[config.mk]
export PLATFORM = sky130hd
export DESIGN_NAME = rcs_isqrt_pipe
export DESIGN_NICKNAME = d
export VERILOG_FILES = /design/src/rtl/rcs_pkg.sv /design/src/rtl/rcs_isqrt_pipe.sv
export SDC_FILE = /design/constraint.sdc
export NUM_CORES = 1
export LEC_CHECK = 0
export ABC_CLOCK_PERIOD_IN_PS = 3450
export BUFFER_PORTS_ARGS = -buffer_cell sky130_fd_sc_hd__buf_2
export CAP_MARGIN = 20
export CORE_MARGIN = 3
export CORE_UTILIZATION = 45
export CTS_BUF_LIST = sky130_fd_sc_hd__clkbuf_8
export DETAILED_ROUTE_END_ITERATION = 16
export PLACE_DENSITY = 0.68
export RECOVER_POWER = 100
export SLEW_MARGIN = 20
export SYNTH_ARGS = -nofsm -noshare
export SYNTH_HDL_FRONTEND = slang
export SYNTH_SLANG_ARGS = --single-unit
[constraint.sdc]
create_clock -name clk -period 3.45 [get_ports clk]
set_clock_uncertainty 0.2 [all_clocks]
set_input_delay 0.5175 -clock clk [delete_from_list [all_inputs] [get_ports clk]]
set_output_delay 0.5175 -clock clk [all_outputs]
set_load 0.005 [all_outputs]
[src/rtl/rcs_pkg.sv]
// Shared constants, register map and configuration type of the column ray setup block.
package rcs_pkg;

	localparam int FRAC_BITS   = 16;
	localparam int MAX_COLUMNS = 4096;

	localparam int COL_W  = 12;
	localparam int POS_W  = 31;
	localparam int VEC_W  = 18;
	localparam int WW_W   = 13;
	localparam int RAY_W  = 19;
	localparam int DIST_W = 32;
	localparam int CELL_W = 15;

	localparam int APB_AW = 5;
	localparam int APB_DW = 32;

	localparam logic [2:0] REG_POS_X       = 3'd0;
	localparam logic [2:0] REG_POS_Y       = 3'd1;
	localparam logic [2:0] REG_DIR_X       = 3'd2;
	localparam logic [2:0] REG_DIR_Y       = 3'd3;
	localparam logic [2:0] REG_PLANE_X     = 3'd4;
	localparam logic [2:0] REG_PLANE_Y     = 3'd5;
	localparam logic [2:0] REG_SCREEN_COLS = 3'd6;

	localparam int IN_TDATA_W  = ((COL_W + 7) / 8) * 8;
	localparam int OUT_BITS    = 2 * RAY_W + 4 * DIST_W + 2 * CELL_W + 2;
	localparam int OUT_TDATA_W = ((OUT_BITS + 7) / 8) * 8;

	typedef struct packed {
		logic        [POS_W-1:0] pos_x;
		logic        [POS_W-1:0] pos_y;
		logic signed [VEC_W-1:0] dir_x;
		logic signed [VEC_W-1:0] dir_y;
		logic signed [VEC_W-1:0] plane_x;
		logic signed [VEC_W-1:0] plane_y;
		logic        [WW_W-1:0]  screen_cols;
	} rcs_cfg_t;

endpackage

[src/rtl/rcs_isqrt_pipe.sv]
// Pipelined integer square root, one root bit per stage.
module rcs_isqrt_pipe
	import rcs_pkg::*;
#(
	parameter int RAD_W = 36
) (
	input  logic               clk,
	input  logic               arst_n,
	input  logic               en,
	input  logic               in_valid,
	input  logic [RAD_W-1:0]   rad,
	output logic               out_valid,
	output logic [RAD_W/2-1:0] root
);

	localparam int ROOT_W = RAD_W / 2;

	logic [ROOT_W:0]   rem_s [ROOT_W];
	logic [ROOT_W-1:0] rt_s  [ROOT_W];
	logic [RAD_W-1:0]  rad_s [ROOT_W];
	logic [ROOT_W:0]   rem_n [ROOT_W];
	logic [ROOT_W-1:0] rt_n  [ROOT_W];
	logic [RAD_W-1:0]  rad_n [ROOT_W];
	logic [ROOT_W-1:0] v_q;

	always_comb begin
		logic [ROOT_W:0]   r_in;
		logic [ROOT_W-1:0] t_in;
		logic [RAD_W-1:0]  a_in;
		logic [ROOT_W+1:0] shifted;
		logic [ROOT_W+1:0] trial;
		logic [ROOT_W+2:0] diff;
		for (int k = 0; k < ROOT_W; k++) begin
			if (k == 0) begin
				r_in = '0;
				t_in = '0;
				a_in = rad;
			end else begin
				r_in = rem_s[(k == 0) ? 0 : k - 1];
				t_in = rt_s[(k == 0) ? 0 : k - 1];
				a_in = rad_s[(k == 0) ? 0 : k - 1];
			end
			shifted = {r_in[ROOT_W-1:0], a_in[RAD_W-1:RAD_W-2]};
			trial   = {t_in, 2'b01};
			diff    = {1'b0, shifted} - {1'b0, trial};
			if (diff[ROOT_W+2]) begin
				rem_n[k] = shifted[ROOT_W:0];
				rt_n[k]  = {t_in[ROOT_W-2:0], 1'b0};
			end else begin
				rem_n[k] = diff[ROOT_W:0];
				rt_n[k]  = {t_in[ROOT_W-2:0], 1'b1};
			end
			rad_n[k] = {a_in[RAD_W-3:0], 2'b00};
		end
	end

	always_ff @(posedge clk) begin
		if (en) begin
			rem_s <= rem_n;
			rt_s  <= rt_n;
			rad_s <= rad_n;
		end
	end

	always_ff @(posedge clk or negedge arst_n) begin
		if (!arst_n) begin
			v_q <= '0;
		end else if (en) begin
			v_q <= {v_q[ROOT_W-2:0], in_valid};
		end
	end

	assign out_valid = v_q[ROOT_W-1];
	assign root      = rt_s[ROOT_W-1];

endmodule

==> key figures, run 1 <==
Outcome
  – Status: finished, final reports clean

Critical path
  – R2R Path End: rem_s[175]
  – Worst reg2reg path depth: 9
  – Required @ worst endpoint: 3.74 ns
  – Crit Path Class: reg2reg
  – Crit path max-delay cell type: clkbuf_1
  – Worst R2R Start: rem_s[190]
  – Setup crit start kind: register
  – CP Capture Type: register
  – Worst-path maximum fanout: 16
  – Worst path arrival time: 3.59 ns
  – Crit path cell chain: ha_1 > nor2b_1 > o311a_1 > o31ai_1 > a31oi_1 > nor2_1 > clkbuf_1 > a211oi_1 > a21o_1
  – Flop2flop setup slack: 0.15 ns
  – Critical path's largest stage delay: 0.56 ns

Timing
  – RSZ-0062 raised after global routing: false
  – Final setup violation count: 0
  – Measured slew at the worst slew-check pin: 1.37 ns
  – Max_slew headroom: 8.39%
  – Sum Neg Setup Slack: 0 ns
  – Worst hold slack: 0.207 ns
  – Endpoints failing hold: 0
  – Final worst setup slack: 0.153 ns
  – Max-slew violation count: 0
  – Peak Freq: 303 MHz
  – Fin crit share: 95.6%
  – Post-layout min period: 3.30 ns

Clock tree
  – Clk root buf: clkbuf_8
  – Clk buf depth: 3
  – Reg clk slew, reported paths: 0.06 ns
  – Setup Buffers After CTS: 0
  – Sink Count: 781
  – CTS buffer count: 133
  – CTS tree: done
  – Worst skew pair latency: 0.75 ns
  – Htree depth: 4

Floorplan
  – Die H: 286 um
  – DIE AREA: 82000 um2
  – Core box area: 77600 um2
  – Die W: 286 um
  – Initial core utilization: 45.6%
  – Num ports: 59
  – Standard-cell rows: 102

Final layout
  – Commonest non-fill, non-tap cell in the layout: edfxtp_1
  – Layout Nets: 3024
  – Layout cell share with drive strength beyond 1: 12.1%
  – Most frequent cells in the layout: 763 x edfxtp_1, 268 x inv_1, 172 x ha_1
  – Core Util, Final: 51.5%
  – Synth-to-layout area growth: 13.0%

Detailed routing
  – Routed Antenna Nets: 0
  – Vias: 20.3k
  – DRC viols: 0
  – Vias per inst: 5.13
  – Routed wire length: 57100 um
  – Per-cell routed wire length: 14.4 um
  – TritonRoute pass-1 iters: 5
  – Iteration-0 DRC Markers: 962

Min path
  – Hold_sp: rad_n[389]
  – Hold Path Sink: rad_n[355]
  – Hold Crit Class: reg2reg
  – Cell depth of the worst min-delay path: 0

Global routing
  – Vias in the first global route: 20.7k
  – Global-route usage over all layers: 14.0%
  – First-pass GRT wire length: 95700 um
  – Antenna violations before repair: 1
  – Global route overflow: 0
  – Largest net degree at the start of global routing: 103

Synthesis
  – Cells after synthesis: 2570
  – Syn_nets: 2782
  – Number of enable flip-flop cells after synthesis: 763
  – Synth Flop Type: edfxtp_1
  – Synthesized area: 35400 um2
  – Seq/Total Area, Yosys: 66.1%
  – Synth cell types: 79
  – Post-synth top area share: 64.8%
  – Synth area leader: edfxtp_1
  – Avg Cell Area, Syn: 13.8 um2
  – Synth Register Bits: 781
  – Top post-synthesis cells by area: edfxtp_1 65%, ha_1 6.1%, mux2_2 3.1%, inv_1 2.4%, xnor2_1 2.4%
  – Ys async rst share: 2.30%
  – Synthesis Warnings: 0

Power
  – Peak VDD IR: 0.000411 V
  – PD cells: 604 nW/um2
  – Pleak: 15.6 nW

Flow run
  – # Max-Cap Violations: 0

Placement
  – Gpl congestion: 0.854
  – Placement Setup Slack: 0.129 ns
  – # port buffers: 58
  – DP Wirelength: 39300 um
[worst max path at each step]
stage                from    endpoint  slack, ns  depth (start not counted)
6_report       rem_s[190]  rem_s[175]       0.15                          9
5_1_grt        rem_s[171]  rem_s[167]       0.02                          9
3_3_place_gp    rem_s[57]   rem_s[41]       0.29                          8
4_1_cts         rem_s[57]   rem_s[47]       0.07                          8
2_1_floorplan   rem_s[38]   rem_s[29]       0.45                          9
3_5_place_dp    rem_s[57]   rem_s[49]       0.13                          8
[registers in the layout, summed over array words and instances, names as in the netlist]
signal / flops
v_q: 18
rem_s: 286
root: 18
rad_s: 34
rt_s: 153
rad_n: 272
[critical path, delay by kind of cell, from the launching register on]
kind	cells	cell delay, ns
compound gates	5	1.19
fa+ha+maj	1	0.35
buf+inv	1	0.56
flops	1	0.40
simple gates	2	0.33
[cells by family after synthesis]
group / after synthesis / synth area share [%]
other: 1 / 0.0106
multiplexers: 113 / 3.55
adder cells (fa/ha/maj): 172 / 6.09
AO/OA/AOI/OAI: 480 / 8.74
XOR/XNOR: 189 / 4.68
buffers and inverters: 264 / 2.92
AND/OR/NAND/NOR: 570 / 7.92
flip-flops: 781 / 66.1
[metal layers]
metal | track usage [%] | share of wire [%] | vias up
li1 | - | - | 10000
met1 | 15.8 | 41 | 9690
met2 | 25.0 | 51 | 419
met3 | 3.55 | 4.1 | 139
met4 | 6.09 | 2.9 | 0
met5 | 0 | 0 | -
[cell usage after synthesis, types with 56 or more instances]
cell and instances:
mux2_2 96, o21ai_0 128, nor2_1 152, nor3_1 76, xor2_1 91, o21a_1 56
ha_1 172, inv_1 230, a21oi_1 113, nand2_1 139, edfxtp_1 763, xnor2_1 98
[power by group]
group          internal (mW)  total [mW]  switching (mW)
Sequential              11.8        12.4           0.554
Clock                   4.05        7.69            3.64
Combinational           1.91        4.06            2.15
Total                   17.8        24.1            6.34
[final cells by class]
type	instances	area [um2]
Fill cell	6558	37600
Sequential cell	781	23400
Multi-Input combinational cell	1525	10900
Clock buffer	137	1890
Tap cell	1040	1300
Timing Repair Buffer	141	981
Inverter	230	863
Clock inverter	101	626
Antenna cell	1	2.50
[timing repair]
action	in CTS	in global routing
endpoints found under the setup margin	0	7
hold buffers	41	0
gates resized for setup	0	1
hold endpoints to repair	97	0
[metrics by stage]
step / power, mW / cell area [um2] / cells
finish: 24.1 / 40000 / 3956
global route: 25.5 / 40000 / 3956
CTS: 24.5 / 40200 / 3955
detailed placement: 16.6 / 37300 / 3676
global placement: 16.4 / 37300 / 3676
floorplan: 15.4 / 35400 / 2570
No activity file was read; power rests on OpenSTA's default activity.
==> inputs of run 2 (changes only) <==
==> constraint.sdc (replaced) <==
create_clock -name clk -period 3.45 [get_ports clk]
set_clock_uncertainty 0.2 [all_clocks]
set_input_delay 0 -clock clk [delete_from_list [all_inputs] [get_ports clk]]
set_output_delay 0 -clock clk [all_outputs]
set_load 0.005 [all_outputs]
==> run 2 against run 1 <==
Effect of this change: the run now ends with capacitance limit, slew limit left; utilization rose by 0.31 points; count of clock-buffer cells in the layout decreased by 5; global-route usage increased by 0.43 points; sequential share of layout area decreased by 0.35 points; final cell count up 0.86%; combinational power increased by 1%; routed wire length grew 2.9%; cell area up 0.61%; largest cell class unchanged.
==> key figures, run 2 (synthesis results as in run 1) <==
Placement
  – # placed instances: 3677
  – # port buffers: 58
  – Gpl congestion: 0.863
  – DP Wirelength: 39700 um

Floorplan
  – Standard-cell rows: 102
  – Core box area: 77600 um2
  – Die W: 286 um
  – Initial core utilization: 45.6%
  – Die H: 286 um
  – Num ports: 59
  – DIE AREA: 82000 um2

Detailed routing
  – Iteration-0 DRC Markers: 990
  – Routed wire length: 58800 um
  – TritonRoute pass-1 iters: 5
  – Per-cell routed wire length: 14.7 um
  – Vias per inst: 5.16
  – DRC viols: 0
  – Routed Antenna Nets: 0
  – Vias: 20.6k

Min path
  – Hold Crit Class: reg2reg
  – Hold Path Sink: rad_n[209]
  – Hold_sp: rad_n[243]
  – Cell depth of the worst min-delay path: 0

Timing
  – Endpoints failing hold: 0
  – Fin crit share: 96.4%
  – Measured slew at the worst slew-check pin: 1.93 ns
  – Max-slew violation count: 78
  – Sum Neg Setup Slack: 0 ns
  – Final setup violation count: 0
  – Post-layout min period: 3.33 ns
  – Max_slew headroom: -29.0%
  – Peak Freq: 301 MHz
  – RSZ-0062 raised after global routing: false

Final layout
  – Most frequent cells in the layout: 763 x edfxtp_1, 276 x inv_1, 172 x ha_1
  – Max reg flops: 286
  – Layout cell share with drive strength beyond 1: 11.7%
  – Non-filler cells, final: 3990
  – Synth-to-layout area growth: 13.7%
  – Commonest non-fill, non-tap cell in the layout: edfxtp_1
  – Layout Nets: 3062
  – Top reg by flops: rem_s

Global routing
  – Global-route usage over all layers: 14.4%
  – Antenna violations before repair: 1
  – First-pass GRT wire length: 97800 um
  – Vias in the first global route: 21.1k
  – Global route overflow: 0
  – Largest net degree at the start of global routing: 90

Clock tree
  – CTS buffer count: 132
  – Hold Buf Count CTS: 79
  – Setup Buffers After CTS: 0
  – CTS tree: done
  – Worst skew pair latency: 0.77 ns
  – Reg clk slew, reported paths: 0.06 ns
  – Clk root buf: clkbuf_8
  – Clk buf depth: 3
  – Sink Count: 781
  – # resized after CTS: 0
  – Htree depth: 4

Critical path
  – CP delay by family, top: compound AO/OA/AOI/OAI gates
  – Worst path arrival time: 3.64 ns
  – Setup crit start kind: register
  – Required @ worst endpoint: 3.76 ns
  – Worst-path maximum fanout: 14
  – Crit. Startpoint: rem_s[209]
  – Most used cell, CP: o31a_1
  – R2R Path End: rem_s[195]
  – Crit path max-delay cell type: or4_1
  – Worst reg2reg path depth: 8
  – Crit path cell chain: ha_1 > nor2b_1 > o31a_1 > o31a_1 > o31a_1 > or4_1 > clkbuf_2 > mux2_1
  – CP Capture Type: register
  – Critical path's largest stage delay: 0.45 ns
  – Crit Path Class: reg2reg
  – Flop2flop setup slack: 0.12 ns
  – Worst path bufs/invs: 1
  – Worst R2R Start: rem_s[209]

Outcome
  – Failing checks: capacitance limit, slew limit
  – Status: finished with violations

Flow run
  – # Max-Cap Violations: 1

Power
  – Peak VDD IR: 0.000351 V
  – PD cells: 594 nW/um2
  – Pleak: 15.7 nW
-- run 2: worst max path at each step --
stage	slack, ns	depth (start not counted)	endpoint
6_report	0.12	8	rem_s[195]
5_1_grt	0.02	9	rem_s[155]
3_3_place_gp	0.28	8	rem_s[40]
2_1_floorplan	0.45	9	rem_s[29]
4_1_cts	0.20	8	rem_s[47]
3_5_place_dp	0.23	8	rem_s[47]
-- run 2: worst reg2reg max path: stages (launching register included) --
cell	delay, ns
edfxtp_1	0.40
ha_1	0.36
nor2b_1	0.16
o31a_1	0.27
o31a_1	0.29
o31a_1	0.30
or4_1	0.45
clkbuf_2	0.27
mux2_1	0.38
-- run 2: routing by layer --
metal | part of all wire, % | track usage, % | up-vias
li1 | - | - | 10100
met1 | 40 | 15.6 | 9881
met2 | 53 | 26.3 | 441
met3 | 4.0 | 3.33 | 158
met4 | 3.3 | 7.10 | 0
met5 | 0 | 0 | -
-- run 2: layout make-up --
class | count | area, um2
fillers | 6506 | 37400
flip-flops and latches | 781 | 23400
multi-input cells | 1525 | 10900
clock buffers | 132 | 1820
repair buffers | 180 | 1360
well taps | 1040 | 1300
inverters | 230 | 863
clock inverters | 101 | 563
diodes | 1 | 2.50
-- run 2: metrics by stage --
stage | area, um2 | power (mW) | hold slack, ns | setup slack (ns) | utilization (%)
floorplan | 35400 | 15.4 | -0.496 | 0.446 | -
finish | 40200 | 23.9 | 0.193 | 0.124 | 51.8
detailed placement | 37300 | 16.6 | -0.257 | 0.233 | 48.0
global route | 40200 | 25.2 | 0.193 | 0.0167 | 51.8
global placement | 37300 | 16.4 | -0.268 | 0.277 | 48.0
CTS | 40400 | 24.2 | 0.0828 | 0.203 | 52.1
-- run 2: power by group --
part	internal, mW	switching [mW]	leakage [nW]	total, mW
Sequential	11.8	0.561	7.53	12.4
Combinational	1.94	2.17	6.76	4.11
Clock	3.78	3.61	1.38	7.39
Total	17.5	6.34	15.7	23.9
==> inputs of run 3 (changes only) <==
--- a/config.mk
+++ b/config.mk
@@ -14,3 +14,3 @@
 export DETAILED_ROUTE_END_ITERATION = 16
-export PLACE_DENSITY = 0.68
+export PLACE_DENSITY = 0.57
 export RECOVER_POWER = 100
==> constraint.sdc (replaced) <==
create_clock -name clk -period 3.45 [get_ports clk]
set_clock_uncertainty 0.2 [all_clocks]
set_input_delay 0.345 -clock clk [delete_from_list [all_inputs] [get_ports clk]]
set_output_delay 0.345 -clock clk [all_outputs]
set_load 0.005 [all_outputs]
==> run 3 against run 2 <==
Effect of this change: the flow now finishes without violations; total power is 1.1% higher; cell area is 0.38% lower; global-route usage increased by 0.78 points; worst hold slack got worse by 0.098 ns; worst setup slack improved by 0.054 ns; largest cell class unchanged; largest power group unchanged.
==> key figures, run 3 (synthesis results as in run 1) <==
Global routing
  – Vias in the first global route: 20.7k
  – First-pass GRT wire length: 102000 um
  – Antenna violations before repair: 1
  – Global-route usage over all layers: 15.2%
  – Largest net degree at the start of global routing: 88
  – Global route overflow: 0

Detailed routing
  – Routed wire length: 61400 um
  – Vias: 20.4k
  – DRC viols: 0
  – Vias per inst: 5.11
  – TritonRoute pass-1 iters: 6
  – Iteration-0 DRC Markers: 1294
  – Routed Antenna Nets: 0
  – Per-cell routed wire length: 15.4 um

Placement
  – DP Wirelength: 42200 um
  – Gpl congestion: 0.863
  – Placement Setup Slack: 0.207 ns
  – # port buffers: 58

Floorplan
  – DIE AREA: 82000 um2
  – Standard-cell rows: 102
  – Die W: 286 um
  – Initial core utilization: 45.6%
  – Die H: 286 um
  – Core box area: 77600 um2
  – Num ports: 59

Critical path
  – Required @ worst endpoint: 3.72 ns
  – CP Capture Type: register
  – Setup crit start kind: register
  – Critical path's largest stage delay: 0.55 ns
  – Crit. Startpoint: rem_s[76]
  – Worst path bufs/invs: 2
  – R2R Path End: rem_s[58]
  – Crit path cell chain: ha_1 > nor2b_1 > o31a_1 > nor4_1 > buf_4 > o32ai_1 > a21o_1 > clkbuf_1 > a21oi_1
  – Worst-path maximum fanout: 15
  – Flop2flop setup slack: 0.18 ns
  – Worst path arrival time: 3.54 ns
  – Crit Path Class: reg2reg
  – Worst reg2reg path depth: 9
  – Crit path max-delay cell type: a21o_1
  – Worst R2R Start: rem_s[76]
  – CP delay by family, top: compound AO/OA/AOI/OAI gates

Timing
  – Final worst setup slack: 0.178 ns
  – Endpoints failing hold: 0
  – Fin crit share: 94.8%
  – Max_slew headroom: 2.34%
  – RSZ-0062 raised after global routing: false
  – Measured slew at the worst slew-check pin: 1.46 ns
  – Final setup violation count: 0
  – Post-layout min period: 3.27 ns
  – Max-slew violation count: 0
  – Sum Neg Setup Slack: 0 ns
  – Peak Freq: 306 MHz

Min path
  – Hold Crit Class: in2reg
  – Cell depth of the worst min-delay path: 2
  – Hold Path Sink: rad_n[611]
  – Hold_sp: rad[31]

Clock tree
  – CTS tree: done
  – Htree depth: 4
  – Sink Count: 781
  – CTS buffer count: 137
  – Reg clk slew, reported paths: 0.06 ns
  – Clk buf depth: 3
  – Clk root buf: clkbuf_8
  – Worst skew pair latency: 0.77 ns

Final layout
  – Layout cell share with drive strength beyond 1: 12.2%
  – Commonest non-fill, non-tap cell in the layout: edfxtp_1
  – Top reg by flops: rem_s
  – Layout Nets: 3047
  – Core Util, Final: 51.6%
  – Synth-to-layout area growth: 13.3%
  – Max reg flops: 286
  – # fillers: 6728
  – Most frequent cells in the layout: 763 x edfxtp_1, 270 x inv_1, 172 x ha_1

Power
  – Pleak: 15.6 nW
  – Psw: 6.49 mW
  – Sw Ratio: 26.9%
  – PD cells: 603 nW/um2
  – Comb pwr share: 17.0%
  – Peak VDD IR: 0.000394 V
  – Sequential share of power: 51.3%
  – Clock power share: 31.7%
  – Cell Int Power: 17.7 mW

Flow run
  – # Max-Cap Violations: 0

Outcome
  – Status: finished, final reports clean
-- run 3: cell count changes in the layout (fill, tap and decap cells not counted), moves of 3 or more --
cell,change
dlygate4sd3_1,-28
clkinv_1,+13
buf_12,-3
clkbuf_4,+3
clkbuf_1,+6
o21ai_0,-3
clkinv_2,+5
inv_1,-6
clkbuf_8,+8
-- run 3: layout make-up --
| type | instances | area [um2] | area share (%) |
|---|---|---|---|
| multi-input combinational | 1525 | 10900 | 27.3 |
| clock inverter | 110 | 572 | 1.43 |
| inverter | 230 | 863 | 2.16 |
| clock buffer | 140 | 1930 | 4.81 |
| timing repair buffer | 160 | 1080 | 2.69 |
| tap | 1040 | 1300 | 3.25 |
| antenna | 1 | 2.50 | 0.00625 |
| sequential | 781 | 23400 | 58.3 |
-- run 3: worst reg2reg max path: stages, from the launching register on --
cell      delay [ns]
edfxtp_1        0.39
ha_1            0.36
nor2b_1         0.21
o31a_1          0.24
nor4_1          0.08
buf_4           0.14
o32ai_1         0.36
a21o_1          0.55
clkbuf_1        0.36
a21oi_1         0.13
-- run 3: metal layers --
layer,part of all wire (%),track usage (%)
met1,46,20.1
met2,47,24.5
met3,4.2,3.23
met4,2.6,6.22
met5,0,0
-- run 3: timing repair --
item / 4_1_cts / 5_1_grt
hold endpoints to repair: 111 / 0
gates resized for setup: 0 / 1
hold buffers: 51 / 0
setup endpoints to repair: 0 / 14
setup buffers: 0 / 0
-- run 3: power by group through the flow --
| stage | Sequential [mW] | Clock (mW) | Combinational (mW) |
|---|---|---|---|
| finish | 12.4 | 7.66 | 4.10 |
| detailed placement | 12.6 | 0 | 4.07 |
| global route | 12.5 | 8.47 | 4.62 |
| floorplan | 12.3 | 0 | 3.06 |
| global placement | 12.6 | 0 | 3.94 |
| CTS | 12.4 | 8.03 | 4.15 |
-- run 3: how the worst max path moves through the flow --
stage,cells after the start,slack (ns),to
floorplan,9,0.45,rem_s[29]
global placement,9,0.32,rem_s[21]
detailed placement,9,0.21,rem_s[29]
CTS,9,0.20,rem_s[40]
global route,9,0.02,rem_s[50]
finish,9,0.18,rem_s[58]
-- run 3: metrics by stage --
| step | cells | hold WS, ns | power (mW) | area, um2 |
|---|---|---|---|---|
| final | 3987 | 0.0951 | 24.1 | 40100 |
| after global routing | 3987 | 0.0518 | 25.6 | 40100 |
| after CTS | 3986 | 0.00229 | 24.6 | 40400 |
| after detailed placement | 3685 | 0.0893 | 16.6 | 37400 |
| after global placement | 3685 | 0.0890 | 16.5 | 37400 |
| after floorplan | 2570 | -0.151 | 15.4 | 35400 |
